## config.mk

```make
export PLATFORM = sky130hd
export DESIGN_NAME = vector_compare_flag_unit_flat
export DESIGN_NICKNAME = d
export VERILOG_FILES = /design/src/hw/rtl/vcfu_pkg.sv /design/src/hw/rtl/vcfu_req_if.sv /design/src/hw/rtl/vcfu_rsp_if.sv /design/src/hw/rtl/vcfu_lane.sv /design/src/hw/rtl/vector_compare_flag_unit.sv /design/src/flat_wrapper.sv
export SDC_FILE = /design/constraint.sdc
export NUM_CORES = 1
export LEC_CHECK = 0
export ABC_AREA = 1
export BUFFER_PORTS_ARGS = -buffer_cell sky130_fd_sc_hd__buf_2
export CORE_AREA = 2 2 136 138
export CTS_CLUSTER_DIAMETER = 80
export CTS_CLUSTER_SIZE = 20
export DETAILED_ROUTE_END_ITERATION = 16
export DIE_AREA = 0 0 138 140
export PLACE_DENSITY = 0.71
export SLEW_MARGIN = 30
export SYNTH_ARGS = -nofsm -noshare
export SYNTH_HDL_FRONTEND = slang
export SYNTH_HIERARCHICAL = 1
export SYNTH_SLANG_ARGS = --single-unit
```

## constraint.sdc

```tcl
create_clock -name clk_i -period 4.3 [get_ports clk_i]
set_clock_uncertainty 0.1 [all_clocks]
set_input_delay 0.645 -clock clk_i [delete_from_list [all_inputs] [get_ports clk_i]]
set_output_delay 0.645 -clock clk_i [all_outputs]
set_load 0.05 [all_outputs]
```

## src/hw/rtl/vcfu_pkg.sv

```systemverilog
package vcfu_pkg;

  localparam int unsigned Lanes     = 2;
  localparam int unsigned ElemWidth = 32;
  localparam int unsigned FlagBits  = 7;
  localparam int unsigned VecWidth  = 64;
  localparam int unsigned VFlagWidth = 14;

  typedef logic [FlagBits-1:0]  flags_t;
  typedef logic [ElemWidth-1:0] elem_t;

  typedef enum logic [1:0] {
    CmdScalar   = 2'd0,
    CmdBcastA   = 2'd1,
    CmdBcastB   = 2'd2,
    CmdElemwise = 2'd3
  } cmd_e;

  localparam flags_t FlagEq = 7'h01;
  localparam flags_t FlagNe = 7'h02;
  localparam flags_t FlagLe = 7'h04;
  localparam flags_t FlagGe = 7'h08;
  localparam flags_t FlagLt = 7'h10;
  localparam flags_t FlagGt = 7'h20;
  localparam flags_t FlagAl = 7'h40;

  // Per-item control seen by every lane
  typedef struct packed {
    logic a_float;
    logic b_float;
  } lane_ctrl_t;

  typedef struct packed {
    logic [1:0]            command;
    logic                  first_is_immediate;
    logic                  first_is_float;
    logic                  second_is_float;
    logic [ElemWidth-1:0]  first_scalar;
    logic [ElemWidth-1:0]  second_scalar;
    logic [VecWidth-1:0]   first_vector;
    logic [VecWidth-1:0]   second_vector;
    logic [FlagBits-1:0]   old_scalar_flags;
    logic [VFlagWidth-1:0] old_vector_flags;
  } req_t;

  typedef struct packed {
    logic [FlagBits-1:0]   new_scalar_flags;
    logic [VFlagWidth-1:0] new_vector_flags;
  } rsp_t;

endpackage

```

## src/hw/rtl/vcfu_req_if.sv

```systemverilog
interface vcfu_req_if;
  import vcfu_pkg::*;
  logic valid;
  logic ready;
  req_t data;
  modport source (output valid, output data, input ready);
  modport sink (input valid, input data, output ready);
endinterface

```

## src/hw/rtl/vcfu_rsp_if.sv

```systemverilog
interface vcfu_rsp_if;
  import vcfu_pkg::*;
  logic valid;
  logic ready;
  rsp_t data;
  modport source (output valid, output data, input ready);
  modport sink (input valid, input data, output ready);
endinterface

```

## src/hw/rtl/vcfu_lane.sv

```systemverilog
module vcfu_lane (
  input  vcfu_pkg::lane_ctrl_t ctrl_i,
  input  vcfu_pkg::elem_t      a_i,
  input  vcfu_pkg::elem_t      b_i,
  input  vcfu_pkg::flags_t     old_i,
  output vcfu_pkg::flags_t     flags_o
);
  import vcfu_pkg::*;

  logic  a_nan, b_nan, both_zero, eq, lt;
  elem_t ka, kb;

  // Order keys: sign flip for integers, sign-magnitude map for floats
  always_comb begin
    if (ctrl_i.a_float) begin
      ka = a_i[ElemWidth-1] ? ~a_i : (a_i | {1'b1, {(ElemWidth-1){1'b0}}});
      kb = b_i[ElemWidth-1] ? ~b_i : (b_i | {1'b1, {(ElemWidth-1){1'b0}}});
    end else begin
      ka = a_i ^ {1'b1, {(ElemWidth-1){1'b0}}};
      kb = b_i ^ {1'b1, {(ElemWidth-1){1'b0}}};
    end
  end

  assign a_nan     = (&a_i[30:23]) && (|a_i[22:0]);
  assign b_nan     = (&b_i[30:23]) && (|b_i[22:0]);
  assign both_zero = (a_i[30:0] == '0) && (b_i[30:0] == '0);
  assign eq        = (ka == kb) || (ctrl_i.a_float && both_zero);
  assign lt        = ka < kb;

  always_comb begin
    if (ctrl_i.a_float != ctrl_i.b_float) begin
      flags_o = old_i;
    end else if (ctrl_i.a_float && (a_nan || b_nan)) begin
      flags_o = FlagNe | FlagAl;
    end else if (eq) begin
      flags_o = FlagAl | FlagEq | FlagLe | FlagGe;
    end else if (lt) begin
      flags_o = FlagAl | FlagNe | FlagLe | FlagLt;
    end else begin
      flags_o = FlagAl | FlagNe | FlagGe | FlagGt;
    end
  end

endmodule

```

## src/hw/rtl/vector_compare_flag_unit.sv

```systemverilog
// Compare unit: one request per clock unless stalled; result the next cycle.
// Lanes+1 compare lanes (one scalar, Lanes vector) run in parallel; the
// merge stage picks scalar or per-lane flags by command into a single output
// register. A new request is taken whenever the output register is empty or
// is being drained in the same cycle, so throughput is one per cycle.
module vector_compare_flag_unit (
  input logic       clk_i,
  input logic       rst_ni,
  vcfu_req_if.sink   req_i,
  vcfu_rsp_if.source rsp_o
);
  import vcfu_pkg::*;

  req_t       r;
  lane_ctrl_t ctrl;
  logic       a_vec, b_vec;
  flags_t     sflags;
  flags_t     vflags [Lanes];
  logic       valid_q;
  rsp_t       data_q, data_d;

  // Immediate forces a scalar first operand typed as the second
  always_comb begin
    r          = req_i.data;
    ctrl.b_float = r.second_is_float;
    ctrl.a_float = r.first_is_immediate ? r.second_is_float : r.first_is_float;
    a_vec = r.command[1] && !r.first_is_immediate;
    b_vec = r.command[0];
  end

  vcfu_lane u_scalar (
    .ctrl_i(ctrl), .a_i(r.first_scalar), .b_i(r.second_scalar),
    .old_i(r.old_scalar_flags), .flags_o(sflags)
  );

  for (genvar i = 0; i < Lanes; i++) begin : g_lane
    vcfu_lane u_lane (
      .ctrl_i (ctrl),
      .a_i    (a_vec ? r.first_vector[i*ElemWidth +: ElemWidth] : r.first_scalar),
      .b_i    (b_vec ? r.second_vector[i*ElemWidth +: ElemWidth] : r.second_scalar),
      .old_i  (r.old_vector_flags[i*FlagBits +: FlagBits]),
      .flags_o(vflags[i])
    );
  end

  // Merge lanes by command
  always_comb begin
    data_d.new_scalar_flags = r.old_scalar_flags;
    data_d.new_vector_flags = r.old_vector_flags;
    if (!a_vec && !b_vec) begin
      data_d.new_scalar_flags = sflags;
    end else begin
      for (int i = 0; i < Lanes; i++) begin
        data_d.new_vector_flags[i*FlagBits +: FlagBits] = vflags[i];
      end
    end
  end

  assign req_i.ready = !valid_q || rsp_o.ready;
  assign rsp_o.valid = valid_q;
  assign rsp_o.data  = data_q;

  // Output register
  always_ff @(posedge clk_i or negedge rst_ni) begin
    if (!rst_ni) begin
      valid_q <= 1'b0;
    end else if (req_i.ready) begin
      valid_q <= req_i.valid;
    end
  end

  always_ff @(posedge clk_i) begin
    if (req_i.valid && req_i.ready) begin
      data_q <= data_d;
    end
  end

  a_stall_hold: assert property (@(posedge clk_i) disable iff (!rst_ni)
    rsp_o.valid && !rsp_o.ready |=> rsp_o.valid && $stable(rsp_o.data))
    else $error("result lost or changed under stall");

  a_accept_out: assert property (@(posedge clk_i) disable iff (!rst_ni)
    req_i.valid && req_i.ready |=> rsp_o.valid)
    else $error("accepted request gave no result");

  a_ready: assert property (@(posedge clk_i) disable iff (!rst_ni)
    !rsp_o.valid |-> req_i.ready)
    else $error("idle unit not ready");

endmodule

```

## src/flat_wrapper.sv

```systemverilog
// flat-port wrapper written by rule: the top's interface ports become plain ports
module vector_compare_flag_unit_flat import vcfu_pkg::*;
  (clk_i, rst_ni, req_i_valid, req_i_data, req_i_ready, rsp_o_valid, rsp_o_data, rsp_o_ready);
  vcfu_req_if req_i_i ();
  vcfu_rsp_if rsp_o_i ();
  input logic clk_i;
  input logic rst_ni;
  input wire logic [$bits(req_i_i.valid)-1:0] req_i_valid;
  input wire logic [$bits(req_i_i.data)-1:0] req_i_data;
  output wire logic [$bits(req_i_i.ready)-1:0] req_i_ready;
  output wire logic [$bits(rsp_o_i.valid)-1:0] rsp_o_valid;
  output wire logic [$bits(rsp_o_i.data)-1:0] rsp_o_data;
  input wire logic [$bits(rsp_o_i.ready)-1:0] rsp_o_ready;
  assign req_i_i.valid = req_i_valid;
  assign req_i_i.data = req_i_data;
  assign req_i_ready = req_i_i.ready;
  assign rsp_o_valid = rsp_o_i.valid;
  assign rsp_o_data = rsp_o_i.data;
  assign rsp_o_i.ready = rsp_o_ready;
  vector_compare_flag_unit u_core (.clk_i(clk_i), .rst_ni(rst_ni), .req_i(req_i_i), .rsp_o(rsp_o_i));
endmodule
```

==> summary.txt, run 1 <==
CTS
  – CTS Hold Bufs: 0
  – Max clock buf depth: 2
  – CTS tree: built
  – Post-cts sizing count: 0
  – Clock root buffer: clkbuf_16
  – Total clock buffers created by CTS: 3
  – Max H-tree Level: 1
  – CTS clock-pin slew for the worst setup and hold paths: 0.06 ns
  – Clk Latency, worst-skew pair: 0.25 ns
  – Clk sinks: 22
  – Post-CTS setup buffers: 0

Placement
  – DP Cell Count: 1747
  – IO buf count: 244
  – Detailed placement HPWL: 23600 um
  – Placed standard-cell area: 0.00917 mm2
  – Final Wtd Congestion: 0.939
  – Post-Place Worst Slack: 0.526 ns

Routing
  – Pre-antenna DRT Iters: 8
  – DR iter-0 viols: 758
  – DRC violations left: 0
  – Detail-routed net length per standard cell: 16.0 um
  – DR vias/cell: 5.19
  – Total number of vias: 9096
  – ANT nets after route: 0
  – Post-detailed-routing wire length: 28000 um

Synthesis
  – Post-Syn Instances: 1311
  – Number of enable flip-flop cells after synthesis: 21
  – Post-synthesis sequential area ratio: 8.33%
  – Synth Cell Area: 0.00787 mm2
  – Yosys warns: 6
  – Synthesized area per cell: 6.00 um2
  – Share of the synthesized area in the top cell type: 23.9%
  – Async S/R FF share, synth: 4.55%
  – Synth unique cells: 30
  – Largest cells by area after synthesis: nand2_1 24%, ha_1 15%, xor2_1 12%
  – Synth Net Count: 1629
  – Yosys top cell by area: nand2_1
  – Main flop type after synthesis: edfxtp_1
  – #FFs+latches synth: 22

Global route
  – Largest net degree at the start of global routing: 63
  – Initial antenna violation count: 5
  – GRT Residual Overflow: 0
  – GRT Util Overall: 27.8%
  – Via count of the first global-routing pass: 8883
  – First-pass GRT wire length: 44200 um

Outcome
  – Outcome: completed

Power
  – Pwr per Cell Area: 199 mW/mm2
  – Leak: 5.01 nW
  – Worst VDD drop: 0.174 mV

STA
  – Final setup fails: 0
  – Tcrit/Tclk final: 82.8%
  – RSZ-0062 raised after global routing: no
  – Fin crit period: 3.56 ns
  – Fin. max-slew vios: 0
  – Actual slew at the worst max-slew pin: 0.745 ns
  – Maximum clock frequency: 281 MHz
  – Final Hold Fails: 0
  – Slew HR: 50.2%
  – Post-route setup slack: 0.740 ns
  – Final setup TNS: 0 ns

Floorplanning
  – Die Y-Extent: 140 um
  – Ports: 245
  – Rows: 49
  – Die area: 0.0193 mm2
  – Core area: 0.0178 mm2
  – Die W: 138 um
  – Starting Density: 44.3%

Setup path
  – Worst Setup Start Kind: input pin
  – Element type at the critical path end: flip-flop
  – Data required, critical path: 4.21 ns
  – CP Max Fanout: 14
  – Worst EP arrival: 3.47 ns
  – Critical path class: in -> reg

Cells and area
  – Design Area, Final: 0.00925 mm2
  – Filler cell count: 1915
  – Seq. cell area: 656 um2
  – Commonest non-fill, non-tap cell in the layout: nand2_1
  – Nets@finish: 1841
  – Area of the multi-input gates: 0.00660 mm2
  – Layout Cells excl Fill: 1752
  – Layout area overhead: 17.6%
  – Share of layout cells above drive strength 1: 20.0%
  – Most frequent cells in the layout: 499 x nand2_1, 244 x buf_2, 148 x nor2_1, 117 x nand3_1, 108 x xor2_1

Job
  – Maxcap violations: 0

Hold path
  – Min-Delay Path Class: in -> async
## layer usage
metal	up-vias	global-route usage (%)	part of all wire [%]
met3	58	4.99	8.6
met4	8	8.32	2.8
li1	4605	-	-
met2	402	46.4	45
met5	-	0	0.20
met1	4023	36.8	44
## synthesized netlist by cell type, types with 9 or more instances
master	number
xnor2_1	75
buf_2	35
a21oi_1	43
inv_2	9
nor2_1	148
edfxtp_1	21
ha_1	96
nand2_1	500
o21ai_0	11
nand4_1	22
nand3_1	117
xor2_1	108
nand2_2	11
inv_1	58
## final timing paths
path / from / endpoint / slack, ns / cells past startpoint
setup / recovery: req_i_data[215] / u_core/rsp_o.data[17] / 0.74 / 19
hold / removal: rst_ni / u_core/rsp_o.valid / 0.06 / 1
setup reg to reg: u_core/rsp_o.valid / u_core/rsp_o.data[4] / 2.80 / 1
hold reg to reg: u_core/rsp_o.valid / u_core/rsp_o.valid / 0.48 / 2
max in group asynchronous: rst_ni / u_core/rsp_o.valid / 3.96 / 1
min in group clk_i: u_core/rsp_o.valid / u_core/rsp_o.valid / 0.48 / 2
## where the power goes
group | internal, mW | total (mW) | switching, mW
clock | 0.126 | 0.200 | 0.0731
sequential | 0.259 | 0.263 | 0.00423
combinational | 0.535 | 1.38 | 0.847
## per-stage QoR
stage	util (%)	hold slack (ns)	power [mW]
2_1_floorplan	-	0.249	1.25
3_3_place_gp	51.5	0.322	1.60
3_5_place_dp	51.6	0.324	1.63
4_1_cts	52.0	0.0521	1.83
5_1_grt	52.0	0.0507	2.03
6_report	52.0	0.0557	1.84
## critical path, stage by stage
cell and delay, ns:
buf_2 0.12, inv_2 0.12, nand2_1 0.06, nand2_1 0.12
buf_4 0.24, nand2_2 0.23, buf_4 0.27, xor2_1 0.15
ha_1 0.30, a21oi_1 0.15, o21ai_0 0.17, nand2_1 0.09
nand2_1 0.06, a21oi_1 0.29, nand3_1 0.13, nand2_1 0.09
nand2_1 0.05, nand3_1 0.08, nand2_1 0.06
## registers in the layout, summed over array words and instances, names as in the netlist
signal / count
u_core/rsp_o.valid: 1
u_core/rsp_o.data: 21
## cell families after synthesis
| group | after synthesis | synth area share, % |
|---|---|---|
| flops | 22 | 8.33 |
| compound gates | 67 | 4.60 |
| buf+inv | 121 | 7.94 |
| simple gates | 822 | 43.5 |
| xor+xnor | 183 | 20.4 |
| fa+ha+maj | 96 | 15.3 |
## layout make-up
| class | instances | area share, % |
|---|---|---|
| multi-input combinational | 1168 | 71.4 |
| clock buffer | 4 | 0.852 |
| timing repair buffer | 261 | 14.9 |
| tap | 229 | 3.10 |
| antenna | 1 | 0.0271 |
| inverter | 67 | 2.72 |
| sequential | 22 | 7.09 |
Note: power is estimated with default switching activity, not from simulation.
==> run 2: changes to the inputs <==
- ABC_AREA: 1 -> 0
- CORE_AREA: 2 2 136 138 -> 2 2 130 132
- DIE_AREA: 0 0 138 140 -> 0 0 132 134
- PLACE_DENSITY: 0.71 -> 0.75
- clock period: 4.3 -> 2.9 ns (I/O delays scaled with it)
==> run 2 against run 1 <==
Net effect:
- the flow now finishes with violations (negative setup slack)
- combinational power rose by 100%
- count of clock-buffer cells in the layout is 1 lower
- die area fell by 8.4%
- global-route usage increased by 4.6 points
- sequential cell count did not move
- clock power grew 48%
- core utilization grew 18 points
- final cell count fell by 3.5%
- largest cell class unchanged
- design area up 24%
- power increased by 87%
- routed wire length is 9.8% higher
- sequential share of layout area decreased by 1.4 points
==> summary.txt, run 2 <==
Setup path
  – Element type at the critical path end: flip-flop
  – Reg2reg end: u_core/rsp_o.data[11]
  – CP startpoint: req_i_data[215]
  – R2R Setup Slk: 1.58 ns
  – Data required, critical path: 2.81 ns
  – Worst Setup Start Kind: input pin
  – CP Max Fanout: 9
  – Worst EP arrival: 3.31 ns
  – Worst setup endpoint: u_core/rsp_o.data[10]
  – Critical path class: in -> reg
  – Reg2reg start: u_core/rsp_o.valid
  – Reg2Reg Depth: 3

Power
  – Pwr per Cell Area: 301 mW/mm2
  – Leak: 5.77 nW
  – Worst VDD drop: 0.226 mV
  – Power after layout: 3.46 mW

Routing
  – Post-detailed-routing wire length: 30700 um
  – Total number of vias: 9268
  – Pre-antenna DRT Iters: 5
  – DR iter-0 viols: 945
  – DRC violations left: 0
  – DR vias/cell: 5.48
  – Detail-routed net length per standard cell: 18.2 um
  – ANT nets after route: 0

Synthesis
  – Synth Net Count: 1329
  – Synth top cells by count: 337 x nand2_1, 96 x ha_1, 96 x xor2_1
  – Main flop type after synthesis: edfxtp_1
  – Synthesized area per cell: 7.14 um2
  – Async S/R FF share, synth: 4.55%
  – Most common cell in the netlist: nand2_1
  – Post-synthesis sequential area ratio: 9.08%
  – #FFs+latches synth: 22
  – Synth Cell Area: 0.00722 mm2
  – Largest cells by area after synthesis: nand2_1 18%, ha_1 17%, xor2_1 12%
  – Synth unique cells: 44
  – Share of the synthesized area in the top cell type: 17.5%
  – Yosys top cell by area: nand2_1
  – Post-Syn Instances: 1011
  – Number of enable flip-flop cells after synthesis: 21
  – Yosys warns: 6

STA
  – Final Hold Fails: 0
  – Actual slew at the worst max-slew pin: 0.623 ns
  – RSZ-0062 raised after global routing: yes
  – Final setup TNS: -6.82 ns
  – Slew HR: 58.1%
  – Maximum clock frequency: 295 MHz
  – Fin crit period: 3.40 ns
  – Post-route setup slack: -0.495 ns
  – Fin. max-slew vios: 0
  – Tcrit/Tclk final: 117%
  – Final setup fails: 18

Outcome
  – Outcome: finished, violations left
  – Violated checks: negative setup slack

Cells and area
  – Most frequent cells in the layout: 290 x nand2_1, 242 x buf_2, 219 x buf_4, 95 x ha_1, 86 x xor2_1
  – N_diodes: 0
  – Layout area overhead: 59.0%
  – Nets@finish: 1789
  – Share of layout cells above drive strength 1: 43.7%
  – Max FFs per register: 21
  – Commonest non-fill, non-tap cell in the layout: nand2_1

CTS
  – Total clock buffers created by CTS: 3
  – Max clock buf depth: 2
  – Max H-tree Level: 1
  – CTS clock-pin slew for the worst setup and hold paths: 0.06 ns
  – CTS tree: built
  – Clock root buffer: clkbuf_16
  – Clk sinks: 22
  – Clk Latency, worst-skew pair: 0.26 ns

Floorplanning
  – Starting Density: 44.3%
  – Die Y-Extent: 134 um
  – Die area: 0.0177 mm2
  – Rows: 47
  – Ports: 245
  – Die W: 132 um
  – Core area: 0.0163 mm2

Placement
  – IO buf count: 244
  – Detailed placement HPWL: 24500 um
  – Post-Place Worst Slack: -0.815 ns
  – Final Wtd Congestion: 1.07

Global route
  – Largest net degree at the start of global routing: 32
  – Via count of the first global-routing pass: 8839
  – GRT Residual Overflow: 0
  – First-pass GRT wire length: 45300 um
  – GRT Util Overall: 32.5%
  – Initial antenna violation count: 0

Hold path
  – Min-Delay Path Class: in -> reg

Job
  – Maxcap violations: 0
run 2: cell count changes after synthesis, moves of 18 or more:
cell,previous run,this run
buf_1,0,18
nand2b_1,0,44
inv_1,58,12
nor2_1,148,20
nor4_1,0,43
nand2_1,500,337
mux2_4,0,20
xnor2_1,75,93
buf_2,35,11
nand3_1,117,19
run 2: worst max-delay path: stages:
cell and delay (ns):
buf_8 0.11, mux2_4 0.39, buf_12 0.20, nand2_8 0.11, buf_6 0.17, xnor2_1 0.17
ha_1 0.29, a21oi_1 0.16, o21ai_0 0.10, a21oi_1 0.24, o211ai_1 0.20, a221oi_4 0.33
o211ai_1 0.12, mux2_4 0.27
run 2: area by class of cell:
cell class              count  area [um2]
well taps                 220         275
inverters                  12        45.0
multi-input cells         935        7010
fillers                  1288        4810
flip-flops and latches     22         656
repair buffers            497        3420
clock inverters             1        3.75
clock buffers               3        75.1
run 2: how the worst min path moves through the flow:
stage | startpoint | end | slack [ns] | cells past startpoint
detailed placement | rst_ni | u_core/rsp_o.valid | 0.11 | 1
CTS | req_i_valid | u_core/rsp_o.valid | 0.29 | 2
finish | req_i_valid | u_core/rsp_o.valid | 0.30 | 2
global route | req_i_valid | u_core/rsp_o.valid | 0.30 | 2
global placement | rst_ni | u_core/rsp_o.valid | 0.11 | 1
floorplan | rst_ni | u_core/rsp_o.valid | 0.04 | 0
run 2: metrics by stage:
step | utilization (%) | cells | hold WS (ns) | area [um2]
2_1_floorplan | - | 1011 | 0.0394 | 7520
4_1_cts | 67.0 | 1664 | 0.292 | 10900
3_5_place_dp | 62.4 | 1632 | 0.111 | 10200
3_3_place_gp | 62.4 | 1632 | 0.113 | 10200
5_1_grt | 70.5 | 1690 | 0.298 | 11500
6_report | 70.5 | 1690 | 0.296 | 11500
run 2: layer usage:
metal	track usage, %	wire, um	vias to the layer above
met5	0	0	-
met1	44.0	12600	4254
met2	56.1	14300	537
met4	5.68	733	0
li1	-	-	4413
met3	4.01	3080	64
run 2: power breakdown:
group,internal [mW],switching [mW]
sequential,0.387,0.00516
clock,0.184,0.111
combinational,1.31,1.46
run 2: cells by family after synthesis:
group                    after synthesis  share of synthesized area (%)
buffers and inverters                 59                           4.07
multiplexers                          22                           4.47
XOR/XNOR                             189                           22.9
AND/OR/NAND/NOR                      528                           33.3
flip-flops                            22                           9.08
AO/OA/AOI/OAI                         95                           9.51
adder cells (fa/ha/maj)               96                           16.6
run 2: repair_timing:
action,CTS,global route
setup buffers,20,26
gates cloned,7,3
pin swaps,75,54
resized for setup,75,73
endpoints found under the setup margin,18,18
hold buffers,1,0
endpoints found under the hold margin,1,0
==> run 3: changes to the inputs <==
--- a/config.mk
+++ b/config.mk
@@ -10,5 +10,4 @@
 export CORE_AREA = 2 2 130 132
 export CTS_CLUSTER_DIAMETER = 80
-export CTS_CLUSTER_SIZE = 20
 export DETAILED_ROUTE_END_ITERATION = 16
 export DIE_AREA = 0 0 132 134
==> constraint.sdc (replaced) <==
create_clock -name clk_i -period 2.9 [get_ports clk_i]
set_clock_uncertainty 0.1 [all_clocks]
set_input_delay 0.29 -clock clk_i [delete_from_list [all_inputs] [get_ports clk_i]]
set_output_delay 0.29 -clock clk_i [all_outputs]
set_load 0.05 [all_outputs]
==> run 3 against run 2 <==
Net effect:
- the flow still finishes with violations (negative setup slack)
- hold slack worse by 0.15 ns
- combinational power down 7.9%
- final cell count down 2.9%
- maximum frequency up 4.8%
- sequential power about the same
- core utilization down 4.2 points
- non-clock buffer count down 51
- design area down 5.9%
- register-to-register slack worse by 0.12 ns
- first-iteration DRC count down 1.9%
- power down 6.2%
- largest power group unchanged
==> summary.txt, run 3 (synthesis results as in run 2) <==
STA
  – Final setup fails: 17
  – Post-route setup slack: -0.341 ns
  – Fin crit period: 3.24 ns
  – Fin. max-slew vios: 0
  – Maximum clock frequency: 309 MHz
  – Actual slew at the worst max-slew pin: 0.713 ns
  – RSZ-0062 raised after global routing: yes
  – Tcrit/Tclk final: 112%
  – Slew HR: 52.0%
  – Final Hold Fails: 0

Global route
  – Via count of the first global-routing pass: 8701
  – Largest net degree at the start of global routing: 45
  – First-pass GRT wire length: 43900 um
  – GRT Util Overall: 31.2%
  – Initial antenna violation count: 1
  – GRT Residual Overflow: 0

CTS
  – CTS tree: built
  – Clk sinks: 22
  – Max clock buf depth: 2
  – Total clock buffers created by CTS: 3
  – Max H-tree Level: 1
  – Clk Latency, worst-skew pair: 0.25 ns
  – Clock root buffer: clkbuf_16
  – CTS clock-pin slew for the worst setup and hold paths: 0.06 ns

Setup path
  – Data required, critical path: 2.81 ns
  – Critical path class: in -> reg
  – Worst EP arrival: 3.15 ns
  – Worst Setup Start Kind: input pin
  – CP Max Fanout: 8
  – Element type at the critical path end: flip-flop

Power
  – Worst VDD drop: 0.209 mV
  – Power after layout: 3.24 mW
  – Pwr per Cell Area: 300 mW/mm2
  – Leak: 5.42 nW
  – Psw: 1.49 mW
  – Power share of the combinational group: 78.7%
  – Int Pwr: 1.75 mW
  – Net Sw Frac: 46.1%
  – Clock Power Share: 9.2%
  – Sequential share of power: 12.1%

Cells and area
  – Commonest non-fill, non-tap cell in the layout: nand2_1
  – Share of layout cells above drive strength 1: 39.5%
  – Design Area, Final: 0.0108 mm2
  – Max FFs per register: 21
  – Nets@finish: 1739
  – Layout area overhead: 49.6%
  – Filler cell count: 1385
  – Most frequent cells in the layout: 306 x nand2_1, 243 x buf_2, 184 x buf_4, 96 x ha_1, 89 x xnor2_1

Placement
  – Placed standard-cell area: 0.00999 mm2
  – IO buf count: 244
  – Detailed placement HPWL: 24000 um
  – Final Wtd Congestion: 1.03

Floorplanning
  – Rows: 47
  – Ports: 245
  – Core area: 0.0163 mm2
  – Starting Density: 44.3%
  – Die Y-Extent: 134 um
  – Die area: 0.0177 mm2
  – Die W: 132 um

Routing
  – DR vias/cell: 5.47
  – Detail-routed net length per standard cell: 18.1 um
  – DR iter-0 viols: 927
  – Pre-antenna DRT Iters: 5
  – DRC violations left: 0
  – Post-detailed-routing wire length: 29700 um
  – Total number of vias: 8980
  – ANT nets after route: 0

Job
  – Maxcap violations: 0

Outcome
  – Violated checks: negative setup slack
  – Outcome: finished, violations left

Hold path
  – Min-Delay Path Class: in -> reg
==> run 3: layout make-up <==
type                            count  area (um2)  share of cell area, %
Clock inverter                      1        3.75                 0.0347
Sequential cell                    22         656                   6.07
Timing Repair Buffer              446        2940                   27.2
Inverter                           12        45.0                  0.417
Tap cell                          220         275                   2.55
Multi-Input combinational cell    936        6810                   63.0
Clock buffer                        3        75.1                  0.695
Antenna cell                        1        2.50                 0.0232
==> run 3: worst paths after layout <==
kind                                         end  slack, ns               start  depth (start not counted)
max                        u_core/rsp_o.data[19]      -0.34     req_i_data[215]                         14
min                           u_core/rsp_o.valid       0.14         req_i_valid                          2
max reg2reg                 u_core/rsp_o.data[4]       1.46  u_core/rsp_o.valid                          2
min reg2reg                   u_core/rsp_o.valid       0.44  u_core/rsp_o.valid                          2
max in group asynchronous     u_core/rsp_o.valid       2.38              rst_ni                          2
min in group asynchronous     u_core/rsp_o.valid       0.24              rst_ni                          2
==> run 3: metal layers <==
layer  track usage (%)  wire length, um  share of wire [%]
met5                 0                0                  0
met4              8.51              945                3.2
met3              3.06             2720                9.2
met2              52.1            13700                 46
met1              43.0            12300                 41
==> run 3: worst max-delay path: stages <==
cell	delay (ns)
buf_12	0.11
mux2_4	0.39
nand2_8	0.14
buf_12	0.14
buf_8	0.14
xor2_1	0.23
ha_1	0.30
nand2_1	0.08
nor2_1	0.05
a211oi_1	0.23
o21ai_0	0.19
a2111oi_4	0.43
o21ai_1	0.14
mux2_4	0.27
==> run 3: repair_timing <==
item | in CTS | in global routing
pin swaps | 26 | 28
setup endpoints to repair | 18 | 18
setup buffers | 8 | 11
gates resized for setup | 36 | 55
hold endpoints to repair | 1 | 0
gates cloned | 7 | 2
hold buffers | 1 | 0
==> run 3: power by group through the flow <==
| stage | clock network, mW | registers (mW) | logic, mW |
|---|---|---|---|
| 4_1_cts | 0.299 | 0.393 | 2.40 |
| 3_3_place_gp | 0 | 0.399 | 2.24 |
| 5_1_grt | 0.311 | 0.395 | 2.77 |
| 2_1_floorplan | 0 | 0.493 | 1.42 |
| 6_report | 0.298 | 0.393 | 2.55 |
| 3_5_place_dp | 0 | 0.400 | 2.29 |
==> run 3: metrics by stage <==
step / util [%] / hold WS, ns / setup slack, ns / instances / setup TNS (ns)
2_1_floorplan: - / -0.106 / -0.304 / 1011 / -3.35
3_3_place_gp: 61.3 / -0.0355 / -0.640 / 1608 / -9.62
3_5_place_dp: 61.3 / -0.0349 / -0.668 / 1608 / -10.46
4_1_cts: 64.2 / 0.130 / -0.283 / 1628 / -2.74
5_1_grt: 66.3 / 0.148 / -0.403 / 1641 / -5.08
6_report: 66.3 / 0.142 / -0.341 / 1641 / -3.78
